<file path="config.mk">
export PLATFORM = sky130hd
export DESIGN_NAME = ffha_ctrl
export DESIGN_NICKNAME = d
export VERILOG_FILES = /design/src/rtl/ffha_pkg.sv /design/src/rtl/ffha_ctrl.sv
export VERILOG_INCLUDE_DIRS = /design/src /design/src/rtl
export SDC_FILE = /design/constraint.sdc
export NUM_CORES = 1
export LEC_CHECK = 0
export ABC_CLOCK_PERIOD_IN_PS = 1550
export BUFFER_PORTS_ARGS = -buffer_cell sky130_fd_sc_hd__buf_2
export CAP_MARGIN = 20
export CORE_AREA = 2 2 39 41
export DETAILED_ROUTE_END_ITERATION = 10
export DIE_AREA = 0 0 41 43
export HOLD_SLACK_MARGIN = 0.05
export SLEW_MARGIN = 20
export SYNTH_ARGS = -nofsm -noshare
export SYNTH_HDL_FRONTEND = slang
export SYNTH_SLANG_ARGS = --single-unit
export TNS_END_PERCENT = 1
</file>
<file path="constraint.sdc">
create_clock -name clk -period 1.55 [get_ports clk]
set_input_delay 0.31 -clock clk [delete_from_list [all_inputs] [get_ports clk]]
set_output_delay 0.31 -clock clk [all_outputs]
set_load 0.01 [all_outputs]
</file>
<file path="src/rtl/assert_macros.svh">
// Assertion macros shared by the allocator RTL.
// Included by the modules that carry concurrent checks; needs clk and arst_n in scope.
`ifndef ASSERT_MACROS_SVH
`define ASSERT_MACROS_SVH

// Check a property on every clock edge outside reset.
`define FFHA_ASSERT(label, prop, msg) \
	label: assert property (@(posedge clk) disable iff (!arst_n) (prop)) else $error(msg);

// Check that a condition is never true outside reset.
`define FFHA_NEVER(label, expr, msg) \
	label: assert property (@(posedge clk) disable iff (!arst_n) !(expr)) else $error(msg);

`endif

</file>
<file path="src/rtl/ffha_pkg.sv">
// Types and constants for the first-fit heap allocator.
// No dependencies; used by ffha_ctrl, ffha_dp and the top level.
package ffha_pkg;

	localparam int WW = 18;
	localparam int MIN_CAP = 24;

	localparam logic [1:0] ST_ALLOC = 2'd0;
	localparam logic [1:0] ST_NOFIT = 2'd1;
	localparam logic [1:0] ST_FREED = 2'd2;

	typedef enum logic [3:0] {
		S_CLEAR,
		S_INIT,
		S_IDLE,
		S_CHK,
		S_CUR,
		S_MCHK,
		S_MRD,
		S_WB,
		S_SPLIT,
		S_FIN
	} state_t;

	typedef enum logic [3:0] {
		OP_NOP,
		OP_CLR,
		OP_INIT,
		OP_LOAD,
		OP_RD_CUR,
		OP_TAKE,
		OP_STEP,
		OP_RD_NX,
		OP_MERGE,
		OP_WB,
		OP_SPLIT,
		OP_FIN
	} op_t;

	typedef struct packed {
		op_t  op;
		logic in_ready;
	} cmd_t;

	typedef struct packed {
		logic clr_last;
		logic off_oob;
		logic rd_valid;
		logic rd_free;
		logic nx_oob;
		logic fit;
		logic split;
		logic mode;
		logic out_busy;
	} sts_t;

endpackage

</file>
<file path="src/rtl/ffha_ctrl.sv">
// Controller state machine of the allocator: walk, merge, write back, split.
// Depends on ffha_pkg and assert_macros.svh.
`include "assert_macros.svh"

module ffha_ctrl (
	input  logic            clk,
	input  logic            arst_n,
	input  logic            in_valid,
	input  ffha_pkg::sts_t  sts,
	output ffha_pkg::cmd_t  cmd
);

	ffha_pkg::state_t state_q, state_d;

	always_ff @(posedge clk or negedge arst_n) begin
		if (!arst_n) state_q <= ffha_pkg::S_CLEAR;
		else state_q <= state_d;
	end

	always_comb begin
		state_d = state_q;
		case (state_q)
			ffha_pkg::S_CLEAR: if (sts.clr_last) state_d = ffha_pkg::S_INIT;
			ffha_pkg::S_INIT:  state_d = ffha_pkg::S_IDLE;
			ffha_pkg::S_IDLE:  if (in_valid) state_d = ffha_pkg::S_CHK;
			ffha_pkg::S_CHK:   state_d = sts.off_oob ? ffha_pkg::S_FIN : ffha_pkg::S_CUR;
			ffha_pkg::S_CUR: begin
				if (!sts.rd_valid) state_d = ffha_pkg::S_FIN;
				else if (sts.mode || sts.rd_free) state_d = ffha_pkg::S_MCHK;
				else state_d = ffha_pkg::S_CHK;
			end
			ffha_pkg::S_MCHK:  state_d = sts.nx_oob ? ffha_pkg::S_WB : ffha_pkg::S_MRD;
			ffha_pkg::S_MRD:
				state_d = (sts.rd_valid && sts.rd_free) ? ffha_pkg::S_MCHK : ffha_pkg::S_WB;
			ffha_pkg::S_WB: begin
				if (sts.mode) state_d = ffha_pkg::S_FIN;
				else if (!sts.fit) state_d = ffha_pkg::S_CHK;
				else if (sts.split) state_d = ffha_pkg::S_SPLIT;
				else state_d = ffha_pkg::S_FIN;
			end
			ffha_pkg::S_SPLIT: state_d = ffha_pkg::S_FIN;
			ffha_pkg::S_FIN:   if (!sts.out_busy) state_d = ffha_pkg::S_IDLE;
			default:           state_d = ffha_pkg::S_CLEAR;
		endcase
	end

	always_comb begin
		cmd.op = ffha_pkg::OP_NOP;
		cmd.in_ready = 1'b0;
		case (state_q)
			ffha_pkg::S_CLEAR: cmd.op = ffha_pkg::OP_CLR;
			ffha_pkg::S_INIT:  cmd.op = ffha_pkg::OP_INIT;
			ffha_pkg::S_IDLE: begin
				cmd.in_ready = 1'b1;
				if (in_valid) cmd.op = ffha_pkg::OP_LOAD;
			end
			ffha_pkg::S_CHK:   if (!sts.off_oob) cmd.op = ffha_pkg::OP_RD_CUR;
			ffha_pkg::S_CUR: begin
				if (sts.rd_valid) begin
					if (sts.mode || sts.rd_free) cmd.op = ffha_pkg::OP_TAKE;
					else cmd.op = ffha_pkg::OP_STEP;
				end
			end
			ffha_pkg::S_MCHK:  cmd.op = ffha_pkg::OP_RD_NX;
			ffha_pkg::S_MRD:   if (sts.rd_valid && sts.rd_free) cmd.op = ffha_pkg::OP_MERGE;
			ffha_pkg::S_WB:    cmd.op = ffha_pkg::OP_WB;
			ffha_pkg::S_SPLIT: cmd.op = ffha_pkg::OP_SPLIT;
			ffha_pkg::S_FIN:   if (!sts.out_busy) cmd.op = ffha_pkg::OP_FIN;
			default:           cmd.op = ffha_pkg::OP_NOP;
		endcase
	end

	`FFHA_ASSERT(a_clear_exit, state_q == ffha_pkg::S_CLEAR && sts.clr_last |=> state_q == ffha_pkg::S_INIT, "clear sweep did not end in init")
	`FFHA_ASSERT(a_fin_idle, state_q == ffha_pkg::S_FIN && !sts.out_busy |=> state_q == ffha_pkg::S_IDLE, "finished word not released")
	`FFHA_NEVER(a_split_free, state_q == ffha_pkg::S_SPLIT && sts.mode, "split during free")

endmodule

</file>
==> run metrics, run 1 <==
run status complete, but fails checks; failing checks negative setup slack; IO Count 17; number of nets in the layout 102; GRT Total Usage 19.0%; antenna violations before repair 0; placeable core region 1380 um^2; Worst Setup Slack, final -0.147 ns; number of synthesis warnings 0; setup clock skew after layout 0.0101 ns; leading registers by flop count state_q x4; clock root buffer sky130_fd_sc_hd__clkbuf_4; Clock Path Buffers 2; number of antenna-violating nets in the routed design 0; critical path's slowest cell sky130_fd_sc_hd__dfrtp_2; kind of start point of the critical path flip-flop; path depth of the worst reg2reg path 6; worst-path cell chain buf_6 -> o31a_1 -> a21oi_1 -> buf_2; IO Port Bufs 16; leading area contributor after synthesis sky130_fd_sc_hd__dfrtp_1; area taken by multi-input logic gates 358 um^2; pin slew with the least headroom to its limit 0.400 ns; dominant cells by area after synthesis sky130_fd_sc_hd__dfrtp_1 23%, sky130_fd_sc_hd__a21oi_1 5.6%, sky130_fd_sc_hd__nand2b_1 5.6%; PD cells 1900 nW/um^2; Horiz. Die Dim 41 um; peak per-stage delay on the critical path 0.48 ns; Routability Congestion 0.806; H-Tree Depth 1; count of distinct cell types in the synthesized netlist 29; number of inserted diodes 0; top register by number of flip-flops state_q; Placed Instances 95; Routed wire per std cell 13.9 um; leakage power summed over all cells 0.309 nW; total clock buffers created by CTS 3; achievable clock frequency 589 MHz; critical path data required time 1.24 ns; crit-path leading delay family flip-flops; via count of the first global-routing pass 560; CTS Sinks 4; number of storage elements in the synthesis netlist 4; DRC violations left 0; maxcap violations 0; dpl ws 0.0306 ns; final standard cell count with taps included and fillers excluded 104; Final Critical Period 1.70 ns; starting density of the core 32.0%; aggregate global routing overflow 0; setup repair after global routing missed its margin yes; largest net degree at the start of global routing 11; syn_area_per_cell 7.38 um^2; Fillers 135; Worst slew margin 72.7%; worst vdd ir 0.563 mV; period utilisation layout 109%; commonest cells after routing, fill and taps aside 17 x sky130_fd_sc_hd__buf_2, 8 x sky130_fd_sc_hd__buf_4, 5 x sky130_fd_sc_hd__a21oi_1, 5 x sky130_fd_sc_hd__o21ai_1; most common cell after layout, fill and taps aside sky130_fd_sc_hd__buf_2; DP HPWL 992 um; sequential share of the synthesized area 22.6%; TritonCTS clock tree yes; endpoint of the worst setup timing path cmd[2]; critical path start-end classification reg2out; number of vias in the routed layout 591; final wirelength 1450 um; post-CTS clock slew at the launch and capture registers of the worst setup and hold paths 0.05 ns; logic depth of the worst path, buffers included 4; Buffers & Inverters on Critical Path 2; register area 105 um^2; Yosys top cell area share 22.6%; Crit Reg-Reg Endpoint state_q[1]; arrival time at the worst endpoint 1.39 ns; number of slew-limit violations in the final report 0; area grow syn2layout 59.3%; fraction of final layout cells with drive strength greater than 1 47.7%; Die Span Y 43 um; Die Area 1760 um^2; crit path max fanout 7; Placement Rows 14; setup slack, reg-to-reg -0.06 ns; clock insertion delay at the later pin of the skew report 0.25 ns; nature of the critical path endpoint output pin; first-pass GRT wire length 2320 um; total count of hold-check failures in the final report 0; number of vias per cell after detailed routing 5.68; cell area after synthesis 443 um^2; nets in the synthesized netlist 72; Initial DRC Count 18; Hold Crit Class in2async; detailed-router iteration count before antenna repair 4; number of instances in the synthesized netlist 60; launch point of the critical path state_q[1]; launch point of the worst reg-to-reg path state_q[2]; setup-violating endpoint count in the final report 6; Largest register FFs 4
worst min path at each step:
stage                     startpoint    endpoint  slack (ns)  cells after the start
after floorplan               arst_n  state_q[0]        0.01                      0
after global placement        arst_n  state_q[1]        0.12                      1
after detailed placement      arst_n  state_q[3]        0.11                      1
after CTS                     arst_n  state_q[3]        0.42                      2
after global routing          arst_n  state_q[1]        0.41                      2
final                         arst_n  state_q[0]        0.39                      2
kinds of logic after synthesis:
logic type | count (synthesis) | synth area share [%]
buffers and inverters | 7 | 6.50
DFF | 4 | 22.6
AOI/OAI and AO/OA | 25 | 40.1
muxes | 1 | 2.54
and+or+nand+nor | 23 | 28.2
Yosys cell counts:
cell type / n
sky130_fd_sc_hd__nand3b_1: 1
sky130_fd_sc_hd__nor3_1: 2
sky130_fd_sc_hd__o31a_1: 1
sky130_fd_sc_hd__a21boi_0: 1
sky130_fd_sc_hd__o32a_1: 1
sky130_fd_sc_hd__dfrtp_1: 4
sky130_fd_sc_hd__o21ai_0: 3
sky130_fd_sc_hd__nand2b_1: 4
sky130_fd_sc_hd__a311oi_1: 2
sky130_fd_sc_hd__nand4b_1: 1
sky130_fd_sc_hd__o32ai_1: 1
sky130_fd_sc_hd__o31ai_1: 1
sky130_fd_sc_hd__clkbuf_1: 2
sky130_fd_sc_hd__a21oi_1: 5
sky130_fd_sc_hd__o2bb2ai_1: 1
sky130_fd_sc_hd__a211o_1: 1
sky130_fd_sc_hd__or3b_1: 1
sky130_fd_sc_hd__nand2_1: 3
sky130_fd_sc_hd__o21a_1: 1
sky130_fd_sc_hd__nor2b_1: 3
sky130_fd_sc_hd__a2111oi_0: 1
sky130_fd_sc_hd__o21ai_1: 4
sky130_fd_sc_hd__a221oi_1: 1
sky130_fd_sc_hd__nor2_1: 4
sky130_fd_sc_hd__nand3_1: 4
sky130_fd_sc_hd__inv_1: 3
sky130_fd_sc_hd__a221oi_2: 1
sky130_fd_sc_hd__mux2_1: 1
sky130_fd_sc_hd__buf_2: 2
final cells by class:
| type | instances | area share, % |
|---|---|---|
| tap | 16 | 2.84 |
| inverter | 3 | 1.60 |
| clock buffer | 3 | 3.19 |
| sequential | 4 | 14.9 |
| multi-input combinational | 49 | 50.7 |
| timing repair buffer | 29 | 26.8 |
worst register-to-register path: cells and delay by family (launching register included):
family / cells / cell delay [ns]
simple gates: 1 / 0.38
buf+inv: 2 / 0.27
flops: 1 / 0.40
compound gates: 3 / 0.47
stage by stage:
stage          hold WS [ns]  TNS (ns)  power, W  area, um^2  utilization, %
2_1_floorplan        0.0144         0  0.000714         443               -
3_3_place_gp          0.116         0   0.00100         578            41.8
6_report              0.393    -0.589   0.00134         706            51.0
3_5_place_dp          0.115         0  0.000998         578            41.8
5_1_grt               0.414     -1.01   0.00144         706            51.0
4_1_cts               0.416    -0.605   0.00129         684            49.5
routing by layer:
metal	up-vias	GRT usage [%]	share of wire [%]
li1	285	-	-
met1	276	25.0	40
met2	25	30.3	52
met3	5	1.57	5.5
met4	0	8.00	2.8
met5	-	0	0
power by group:
part / leakage (nW) / switching [W] / internal, W
Sequential: 0.0462 / 0.000104 / 0.000160
Clock: 0.0138 / 0.0000531 / 0.0000873
Combinational: 0.249 / 0.000461 / 0.000477
what timing repair did:
item | in CTS | in global routing
buffers inserted | 5 | 0
pin swaps | 3 | 1
hold buffers | 1 | 0
endpoints found under the setup margin | 5 | 6
endpoints found under the hold margin | 4 | 0
gates resized for setup | 13 | 4
No activity file was read; power rests on OpenSTA's default activity.
==> inputs of run 2 (changes only) <==
--- a/config.mk
+++ b/config.mk
@@ -6,7 +6,7 @@
 export SDC_FILE = /design/constraint.sdc
 export NUM_CORES = 1
 export LEC_CHECK = 0
-export ABC_CLOCK_PERIOD_IN_PS = 1550
+export ABC_CLOCK_PERIOD_IN_PS = 1900
 export BUFFER_PORTS_ARGS = -buffer_cell sky130_fd_sc_hd__buf_2
 export CAP_MARGIN = 20
 export CORE_AREA = 2 2 39 41
==> constraint.sdc (replaced) <==
create_clock -name clk -period 1.9 [get_ports clk]
set_input_delay 0.38 -clock clk [delete_from_list [all_inputs] [get_ports clk]]
set_output_delay 0.38 -clock clk [all_outputs]
set_load 0.01 [all_outputs]
==> run metrics, run 2 (synthesis results as in run 1) <==
period utilisation layout 97.8%; fraction of final layout cells with drive strength greater than 1 39.8%; DRC violations left 0; worst vdd ir 0.449 mV; Routability Congestion 0.897; launch point of the worst reg-to-reg path state_q[2]; largest net degree at the start of global routing 17; CTS Sinks 4; critical path data required time 1.52 ns; PD cells 1530 nW/um^2; setup slack, reg-to-reg 0.23 ns; path depth of the worst reg2reg path 6; area grow syn2layout 42.1%; antenna violations before repair 0; number of vias in the routed layout 573; H-Tree Depth 1; starting density of the core 32.0%; Placement Rows 14; first-pass GRT wire length 1840 um; Die Area 1760 um^2; total count of hold-check failures in the final report 0; achievable clock frequency 538 MHz; clock insertion delay at the later pin of the skew report 0.25 ns; TritonCTS clock tree yes; number of vias per cell after detailed routing 5.79; number of inserted diodes 0; aggregate global routing overflow 0; Worst slew margin 75.6%; final wirelength 1270 um; Routed wire per std cell 12.8 um; Hold Crit Class in2async; Initial DRC Count 8; pin slew with the least headroom to its limit 0.356 ns; number of slew-limit violations in the final report 0; leading registers by flop count state_q x4; final core utilization 45.5%; crit path max fanout 12; maxcap violations 0; IO Count 17; run status complete, no violations; setup repair after global routing missed its margin yes; clock root buffer sky130_fd_sc_hd__clkbuf_4; placeable core region 1380 um^2; Horiz. Die Dim 41 um; kind of start point of the critical path flip-flop; leakage power summed over all cells 0.269 nW; setup-violating endpoint count in the final report 0; IO Port Bufs 16; Fillers 139; Die Span Y 43 um; setup clock skew after layout 0.00564 ns; Largest register FFs 4; total power draw 0.000963 W; number of nets in the layout 97; via count of the first global-routing pass 436; arrival time at the worst endpoint 1.48 ns; Final Critical Period 1.86 ns; GRT Total Usage 15.6%; Crit Reg-Reg Endpoint state_q[1]; number of antenna-violating nets in the routed design 0; Clock Path Buffers 2; detailed-router iteration count before antenna repair 4; most common cell after layout, fill and taps aside sky130_fd_sc_hd__buf_2; nature of the critical path endpoint output pin; top register by number of flip-flops state_q; total clock buffers created by CTS 3; post-CTS clock slew at the launch and capture registers of the worst setup and hold paths 0.04 ns; commonest cells after routing, fill and taps aside 16 x sky130_fd_sc_hd__buf_2, 6 x sky130_fd_sc_hd__buf_4, 5 x sky130_fd_sc_hd__a21oi_1; critical path start-end classification reg2out
run 2: worst max-delay path: stages, from the launching register on:
cell and delay (ns):
sky130_fd_sc_hd__dfrtp_2 0.48, sky130_fd_sc_hd__nand2b_1 0.21, sky130_fd_sc_hd__a211o_1 0.30, sky130_fd_sc_hd__o31ai_1 0.07, sky130_fd_sc_hd__buf_2 0.17
run 2: repair_timing:
action	4_1_cts	5_1_grt
hold buffers	1	0
buffers inserted	0	4
hold endpoints to repair	4	0
gates resized for setup	1	6
endpoints found under the setup margin	3	5
run 2: worst max-delay path by stage:
stage / startpoint / to / slack, ns / cells past startpoint
2_1_floorplan: state_q[0] / cmd[2] / 0.36 / 3
4_1_cts: state_q[3] / cmd[2] / 0.006 / 4
3_3_place_gp: state_q[2] / cmd[1] / 0.20 / 5
6_report: state_q[2] / cmd[4] / 0.04 / 4
5_1_grt: state_q[2] / cmd[4] / -0.04 / 4
3_5_place_dp: state_q[2] / cmd[4] / 0.19 / 4
run 2: area by class of cell:
| cell class | instances | area, um^2 | share of cell area (%) |
|---|---|---|---|
| repair buffers | 24 | 146 | 23.3 |
| multi-input cells | 49 | 324 | 51.5 |
| inverters | 3 | 11.3 | 1.79 |
| clock buffers | 3 | 22.5 | 3.58 |
| flip-flops and latches | 4 | 105 | 16.7 |
| well taps | 16 | 20.0 | 3.18 |
run 2: power breakdown:
part / total, W / switching (W) / leakage (nW) / internal, W
clock network: 0.000117 / 0.0000452 / 0.0138 / 0.0000713
registers: 0.000256 / 0.000125 / 0.0462 / 0.000130
logic: 0.000591 / 0.000277 / 0.209 / 0.000314
run 2: stage by stage:
| stage | hold slack [ns] | setup slack, ns | setup TNS (ns) | instance area, um^2 | instances |
|---|---|---|---|---|---|
| floorplan | 0.0844 | 0.359 | 0 | 443 | 60 |
| global placement | 0.187 | 0.204 | 0 | 548 | 91 |
| detailed placement | 0.184 | 0.193 | 0 | 548 | 91 |
| CTS | 0.458 | 0.00569 | 0 | 582 | 95 |
| global route | 0.473 | -0.0354 | -0.0434 | 629 | 99 |
| finish | 0.457 | 0.0422 | 0 | 629 | 99 |
run 2: metal layers:
| metal | vias to the layer above | GRT usage (%) | share of wire (%) |
|---|---|---|---|
| li1 | 278 | - | - |
| met1 | 265 | 21.8 | 42 |
| met2 | 28 | 21.9 | 49 |
| met3 | 2 | 3.14 | 6.4 |
| met4 | 0 | 8.00 | 2.3 |
| met5 | - | 0 | 0 |
